File: src/hdl/cau_pkg.sv
`timescale 1ns / 1ps
package cau_pkg;
  localparam int DW = 32;
  localparam int FB = 16;
  localparam int PW = 2 * DW;        // product width
  localparam int SW = PW + 1;        // sum of two products
  localparam int NW = PW + 1;        // squared magnitude
  localparam int QW = DW + 2;        // quotient bits kept
  localparam int QDEPTH = 4;
  localparam int QAW = 2;

  localparam logic [1:0] OP_ADD = 2'd0;
  localparam logic [1:0] OP_SUB = 2'd1;
  localparam logic [1:0] OP_MUL = 2'd2;
  localparam logic [1:0] OP_DIV = 2'd3;

  typedef struct packed {
    logic [1:0] op;
    logic signed [DW-1:0] a_re;
    logic signed [DW-1:0] a_im;
    logic signed [DW-1:0] b_re;
    logic signed [DW-1:0] b_im;
    logic b_zero;
  } item_t;

  typedef struct packed {
    logic signed [DW-1:0] re;
    logic signed [DW-1:0] im;
    logic ovf;
    logic dz;
  } res_t;

  // saturate signed value (neg flag, magnitude) to DW bits
  function automatic logic [DW:0] sat_mag(input logic neg, input logic [SW-1:0] mag);
    logic [DW:0] r;
    logic [SW-1:0] pmax;
    logic [SW-1:0] nmag;
    pmax = SW'((64'd1 << (DW - 1)) - 64'd1);
    nmag = SW'(64'd1 << (DW - 1));
    if (!neg) begin
      if (mag > pmax) r = {1'b1, pmax[DW-1:0]};
      else r = {1'b0, mag[DW-1:0]};
    end else begin
      if (mag > nmag) r = {1'b1, nmag[DW-1:0]};
      else r = {1'b0, DW'(-mag)};
    end
    return r;
  endfunction
endpackage

File: src/hdl/cau_front.sv
`timescale 1ns / 1ps
module cau_front (
  input  logic                clk,
  input  logic                rst_n,
  input  logic                in_valid,
  output logic                in_ready,
  input  cau_pkg::item_t      in_item,
  output logic                q_valid,
  input  logic                q_ready,
  output cau_pkg::item_t      q_item
);
  cau_pkg::item_t mem_r [cau_pkg::QDEPTH];
  logic [cau_pkg::QAW-1:0] wp_r, rp_r;
  logic [cau_pkg::QAW:0] cnt_r;
  logic push, pop;
  cau_pkg::item_t cls;

  // classify: flag zero divisor up front
  always_comb begin
    cls = in_item;
    cls.b_zero = (in_item.b_re == '0) && (in_item.b_im == '0);
  end

  assign in_ready = cnt_r != (cau_pkg::QAW+1)'(cau_pkg::QDEPTH);
  assign q_valid = cnt_r != '0;
  assign q_item = mem_r[rp_r];
  assign push = in_valid && in_ready;
  assign pop = q_valid && q_ready;

  always_ff @(posedge clk) begin
    if (push) mem_r[wp_r] <= cls;
  end

  always_ff @(posedge clk) begin
    if (!rst_n) begin
      wp_r <= '0;
      rp_r <= '0;
      cnt_r <= '0;
    end else begin
      if (push) wp_r <= wp_r + 1'b1;
      if (pop) rp_r <= rp_r + 1'b1;
      cnt_r <= cnt_r + (cau_pkg::QAW+1)'(push) - (cau_pkg::QAW+1)'(pop);
    end
  end
endmodule

File: config.mk
export PLATFORM = sky130hd
export DESIGN_NAME = cau_front
export DESIGN_NICKNAME = d
export VERILOG_FILES = /design/src/hdl/cau_pkg.sv /design/src/hdl/cau_front.sv
export SDC_FILE = /design/constraint.sdc
export NUM_CORES = 1
export LEC_CHECK = 0
export ABC_AREA = 1
export BUFFER_PORTS_ARGS = -buffer_cell sky130_fd_sc_hd__buf_2
export CAP_MARGIN = 20
export CORE_MARGIN = 1
export CORE_UTILIZATION = 45
export CTS_CLUSTER_SIZE = 16
export DETAILED_ROUTE_END_ITERATION = 8
export GPL_TIMING_DRIVEN = 0
export PLACE_DENSITY = 0.73
export SKIP_CTS_REPAIR_TIMING = 1
export SYNTH_ARGS = -nofsm -noshare
export SYNTH_HDL_FRONTEND = slang
export SYNTH_SLANG_ARGS = --single-unit
File: constraint.sdc
create_clock -name clk -period 22.2 [get_ports clk]
set_input_delay 4.44 -clock clk [delete_from_list [all_inputs] [get_ports clk]]
set_output_delay 4.44 -clock clk [all_outputs]
set_load 0.05 [all_outputs]
After elaboration in Yosys (flattened, before gate mapping) --
Memory sizes are Yosys's and may differ from the RTL's. A register that Yosys moved wholly into a read port is not among the register bits. Cells that the tools add are included.
Storage, ports and cells: memory bits (writable) 524, input port bits 135, memories kept 1, word-level logic and storage cells 19, bits in registers 7, output and inout bits 133
Cells by class: add/subtract/negate cells 4, reductions and logical operators 6, equal/unequal tests 1, multiplexer cells 4
Memory list:
- mem_r | words 4, bits a word 131, read ports 1, clocked after Yosys merged registers in 1, wr ports 1, line cau_front.sv:12 | cau_pkg::item_t mem_r [cau_pkg::QDEPTH];
Operators with widths (count):
- 32-bit zero test | 2
- 2-bit by 1-bit adder with 2-bit output (second input constant) | 2
- 2-bit two-way mux | 2
- 3-bit by 1-bit adder with 3-bit output | 1
- 1-bit logical AND | 3
- 3-bit != test (second input constant) | 1
- 3-bit nonzero test | 1
- 3-bit by 1-bit subtractor with 3-bit output | 1
- 1-bit two-way mux | 2

Logic depth before layout (Yosys ltp) --
Gate-level depths: netlist of run 1.
word-level depth 4, gate-level depth with buffers 12, gate-level depth less buffers 12

Worst setup path before layout of run 1 --
No wires, ideal clock.
path type input-to-reg, start input in_valid, end memory mem_r[0][0] (netlist bit), enable pin, path buffers 0, required time 21.576 ns, setup time 0.624 ns, stages on the path 2, arrival time 10.101 ns, path slack 11.476 ns, cell sequence nand2_1 -> nor2_1
Between the ends: longest elaborated chain between the ends 3
RTL lines:
- start: declaration | line cau_front.sv:5 | input logic in_valid,
- 1-bit logical AND | line cau_front.sv:27 | assign push = in_valid && in_ready;
- 1-bit two-way mux | line cau_front.sv:31 | if (push) mem_r[wp_r] <= cls;
- 1-bit two-way mux (implied by the code) | line cau_front.sv:31
- end: declaration | line cau_front.sv:12
No other way between the ends.

==> results.cfg, run 1 <==
[sta]
hold_viol_final = 0
period_share_pct = 31.4
rsz0062_at_grt = false
relSlewSlack_pct = 36.3
fin_crit_ps = 6980
setup_viol = 0
clock-skew-final_ps = 23.8
fmax_mhz = 143
setup_tns_ps = 0
slew_viol_final = 0
worst_slew_pin_slew_ps = 953

[die]
io_pins = 268
dieArea_um2 = 45600
initial_core_util_pct = 45.6
die_h_um = 214
die_w_um = 214
fp.coreArea_um2 = 44200
core.rowCount = 77

[setup_path]
ff2ff_path_depth = 6
end_kind = output port
crit_type = reg -> out
worstPathArrival_ps = 2540
startpoint_type = register
worstPathRequired_ps = 17760
crit_path_max_fanout = 10

[power_and_ir_drop]
irDropWorstVdd_v = 0.000110
cellLeakagePower_nw = 8.64
power.density_nw_per_um2 = 129

[clock_tree]
root_buffer = clkbuf_16
cts_tree = yes
clk_path_buf_depth = 3
cts_sinks = 533
cts_inserted_buffers = 53
clock_latency_ps = 590
h-tree-depth = 2
clkTransAtPathRegs_ps = 60

[drt]
drt_iter0_drc = 1374
antenna_left = 0
vias = 12900
drc_errors = 0
avgRoutedWirePerCell_um = 21.1
vias_per_cell = 5.43
drt_first_pass_iters = 5
wirelength_um = 50300

[synth]
synth_top_area_share_pct = 78.1
synth-edff-count = 524
ys.flop_type = edfxtp_1
syn_avg_cell_area_um2 = 14.4
synthTopCellsByArea = edfxtp_1 78%, nor2_1 5.6%, o21ai_0 4.8%, o22ai_1 4.1%, o21ai_1 1.8%
yosysUniqueCellTypes = 25
synthCells = 1397
ys_seq_elements = 533
async_flop_share_pct = 0
yosysTopAreaCell = edfxtp_1
synthesis.nets = 1539
yosysSeqAreaShare_pct = 79.0
synth_area_um2 = 20100
ys_warn_count = 0

[hold_path]
holdPathStages = 2
hp-class = reg -> reg

[finish]
layout_common_cells = 524 x edfxtp_1, 299 x nor2_1, 294 x buf_2, 194 x o21ai_0, 131 x o22ai_1
drive_gt1_share_pct = 23.9
final_common_cell = edfxtp_1
fin_cells = 2380
area_growth_syn_to_layout_pct = 21.2
nFillCells = 3511
nNetsFinal = 1881

[run]
maxCapViolCount = 0

[place]
placed_cells = 2276
gp_congestion = 0.761
dp_hpwl_um = 32100
port_buffers = 266

[grt]
grt-ovfl-total = 0
grtUsageTotal_pct = 21.5
grt_pass1_vias = 12600
antenna_found_initial = 13
grt_pass1_wl_um = 72900
grt_start_max_net_pins = 30

[status]
run_status = completed
[power by group]
group / total (mW) / switching (mW) / internal, mW
clock network: 0.865 / 0.366 / 0.499
registers: 1.25 / 0.0246 / 1.23
logic: 1.04 / 0.808 / 0.237
total: 3.16 / 1.20 / 1.96
[worst max-delay path: stages (launching register included)]
cell,delay [ps]
dfxtp_1,410
inv_2,170
buf_2,350
buf_2,300
o21ai_1,100
o22ai_1,280
buf_2,330
[flip-flops by register name, summed over array words and instances (netlist names), named ones only]
register / count
cnt_r: 3
mem_r: 524
rp_r: 2
wp_r: 2
[through the flow]
step	hold WS (ps)	util (%)	setup WS [ps]	power, mW	instance area, um2
after floorplan	474	-	11480	2.00	20100
after global placement	490	50.2	6790	2.31	22200
after detailed placement	533	51.4	15670	2.32	22700
after CTS	545	55.2	15190	3.18	24400
after global routing	572	55.2	15110	3.28	24400
final	543	55.2	15220	3.16	24400
[worst paths after layout]
kind	from	to	slack (ps)
max	register	q_item[86]	15220
min	wp_r[1]	wp_r[1]	540
max reg2reg	cnt_r[1]	mem_r[3][116]	19660
min reg2reg	wp_r[1]	wp_r[1]	540
[cells in the mapped netlist (2+ instances only)]
library cell	instances
edfxtp_1	524
nor2_1	303
o21ai_0	194
o22ai_1	131
o21ai_1	72
inv_1	35
buf_2	28
clkbuf_1	28
buf_6	21
nand2_1	20
dfxtp_1	9
ha_1	6
clkbuf_2	5
nand4_1	4
a21oi_1	3
and2_1	3
buf_4	2
nand3_1	2
[cells by family after synthesis]
| group | count (synthesis) | synth area share, % |
|---|---|---|
| xor gates and xnor gates | 1 | 0.0435 |
| adders and majority gates | 7 | 0.472 |
| DFF | 533 | 79.0 |
| AOI/OAI and AO/OA | 401 | 10.8 |
| buffers and inverters | 122 | 3.38 |
| and+or+nand+nor | 333 | 6.32 |
[routing by layer]
layer	track usage, %	share of wire [%]	wire [um]	vias up
li1	-	-	-	5926
met2	34.6	48	24200	504
met1	27.9	41	20400	6404
met5	0	0.12	61	-
met4	7.78	2.7	1350	10
met3	6.18	8.5	4270	89
[area by class of cell]
cell class | instances | area (um2) | share of cell area, %
Buffer | 85 | 537 | 2.20
Timing Repair Buffer | 287 | 1800 | 7.36
Tap cell | 592 | 741 | 3.03
Antenna cell | 7 | 17.5 | 0.0717
Clock inverter | 33 | 278 | 1.14
Inverter | 37 | 144 | 0.589
Multi-Input combinational cell | 742 | 3580 | 14.7
Clock buffer | 64 | 1410 | 5.77
Sequential cell | 533 | 15900 | 65.2
Note: power is estimated with default switching activity, not from simulation.
==> inputs of run 2 (changes only) <==
- PLACE_DENSITY: 0.73 -> 0.75
- clock period: 22.2 -> 5.65 ns (I/O delays scaled with it)
==> run 2 against run 1 <==
- die area stayed put
- critical path depth unchanged
- worst hold slack got worse by 13 ps
- sequential share of layout area grew 0.22 points
- cell count is the same
- non-clock buffer count shrank 1
- clock-buffer cell count up 7
- clock power grew to 3.8 times the previous value
- global-route usage shrank 0.14 points
- register-to-register slack worse by 16000 ps
- largest cell class unchanged
==> results.cfg, run 2 (same netlist as run 1, synthesis figures left out) <==
[power_and_ir_drop]
p_sw_mw = 4.69
total_power_mw = 12.3
irDropWorstVdd_v = 0.000341
pwr-share-seq_pct = 40.0
cellLeakagePower_nw = 8.60
p_sw_share_pct = 38.1
p_comb_share_pct = 33.1
power_frac_clock_pct = 26.9
power.density_nw_per_um2 = 505
p_int_mw = 7.61

[drt]
vias_per_cell = 5.41
drc_errors = 0
avgRoutedWirePerCell_um = 20.9
wirelength_um = 49900
drt_first_pass_iters = 5
drt_iter0_drc = 1217
antenna_left = 0
vias = 12900

[hold_path]
worst_hold_startpoint = rp_r[0]
worstHoldEndpoint = rp_r[0]
holdPathStages = 2
hp-class = reg -> reg

[setup_path]
startpoint_type = register
r2r-start = cnt_r[1]
crit-reg2reg-capture = mem_r[0][118]
crit_buf_inv = 4
r2r_setup_slack_ps = 3170
critical_path.top_delay_family = buffers and inverters
path_cells = inv_2, buf_2, buf_2, o21ai_1, o22ai_1, buf_2
crit_type = reg -> out
worstPathArrival_ps = 2560
slowest_delay_ps = 420
worstPathRequired_ps = 4520
end_kind = output port
crit_path_top_delay_cell = dfxtp_1
crit_path_frequent_cell = buf_2
ff2ff_path_depth = 7
crit_path_max_fanout = 10

[place]
port_buffers = 266
dp_hpwl_um = 31500
pre_cts_slack_ps = 2500
placed_cells = 2275
gp_congestion = 0.755

[clock_tree]
cts_sinks = 533
clkTransAtPathRegs_ps = 60
cts_inserted_buffers = 53
clk_path_buf_depth = 3
root_buffer = clkbuf_16
clock_latency_ps = 590
h-tree-depth = 2
cts_tree = yes

[finish]
area_growth_syn_to_layout_pct = 20.8
top_register = mem_r
seqCellArea_um2 = 15900
largest_reg_flops = 524
multiInputGateArea_um2 = 3580
layout_common_cells = 524 x edfxtp_1, 299 x nor2_1, 294 x buf_2, 194 x o21ai_0, 131 x o22ai_1
nFillCells = 3519
nNetsFinal = 1880
drive_gt1_share_pct = 24.0
reg_top3 = mem_r (524), cnt_r (3)
fin_cells = 2380
final_common_cell = edfxtp_1

[die]
core.rowCount = 77
dieArea_um2 = 45600
fp.coreArea_um2 = 44200
initial_core_util_pct = 45.6
die_h_um = 214
die_w_um = 214
io_pins = 268

[sta]
hold_viol_final = 0
rsz0062_at_grt = false
slew_viol_final = 0
clock-skew-final_ps = 15.1
fin_crit_ps = 3690
relSlewSlack_pct = 58.0
period_share_pct = 65.2
worst_slew_pin_slew_ps = 629
worst_slack_ps = 1960
setup_viol = 0
fmax_mhz = 271

[grt]
antenna_found_initial = 13
grt_start_max_net_pins = 30
grt-ovfl-total = 0
grt_pass1_wl_um = 72800
grt_pass1_vias = 12600
grtUsageTotal_pct = 21.4

[status]
run_status = completed

[run]
maxCapViolCount = 0
run 2: through the flow:
step | area (um2) | utilization, % | hold WS [ps] | setup TNS [ps]
3_3_place_gp | 22200 | 50.2 | 491 | -3242540
5_1_grt | 24300 | 55.0 | 569 | 0
2_1_floorplan | 20100 | - | 474 | -924550
3_5_place_dp | 22700 | 51.3 | 513 | 0
4_1_cts | 24300 | 55.0 | 527 | 0
6_report | 24300 | 55.0 | 530 | 0
run 2: power by group through the flow:
| stage | logic, mW | registers (mW) | clock network [mW] |
|---|---|---|---|
| after global placement | 3.91 | 5.17 | 0 |
| after detailed placement | 4.08 | 5.00 | 0 |
| after CTS | 4.09 | 4.92 | 3.37 |
| final | 4.07 | 4.92 | 3.31 |
| after floorplan | 2.80 | 5.08 | 0 |
| after global routing | 4.32 | 4.95 | 3.51 |
run 2: worst max-delay path by stage:
stage | to | cells after the start | slack [ps] | start
global placement | mem_r[3][123] | 3 | -6340 | in_valid
finish | q_item[72] | 6 | 1960 | register
CTS | q_item[72] | 6 | 1940 | register
floorplan | mem_r[0][0] | 2 | -1760 | in_valid
detailed placement | mem_r[0][124] | 6 | 2500 | in_valid
global route | q_item[83] | 6 | 1860 | register
run 2: layer usage:
layer  wire [um]  global-route usage (%)  part of all wire, %  vias to the layer above
met4        1090                    6.40                  2.2                       14
li1            -                       -                    -                     5920
met3        4240                    6.00                  8.5                       88
met1       20100                    27.5                   40                     6364
met5          85                       0                 0.17                        -
met2       24300                    35.4                   49                      498
run 2: cell type report:
cell class                      count  area share, %
Antenna cell                        6         0.0617
Buffer                             85           2.21
Clock buffer                       71           6.03
Clock inverter                     28          0.761
Inverter                           37          0.591
Multi-Input combinational cell    742           14.7
Sequential cell                   533           65.4
Tap cell                          592           3.04
Timing Repair Buffer              286           7.21
run 2: worst min-delay path: stages, from the launching register on:
cell and delay [ps]:
dfxtp_1 360, nor2_1 70, nor2_1 70
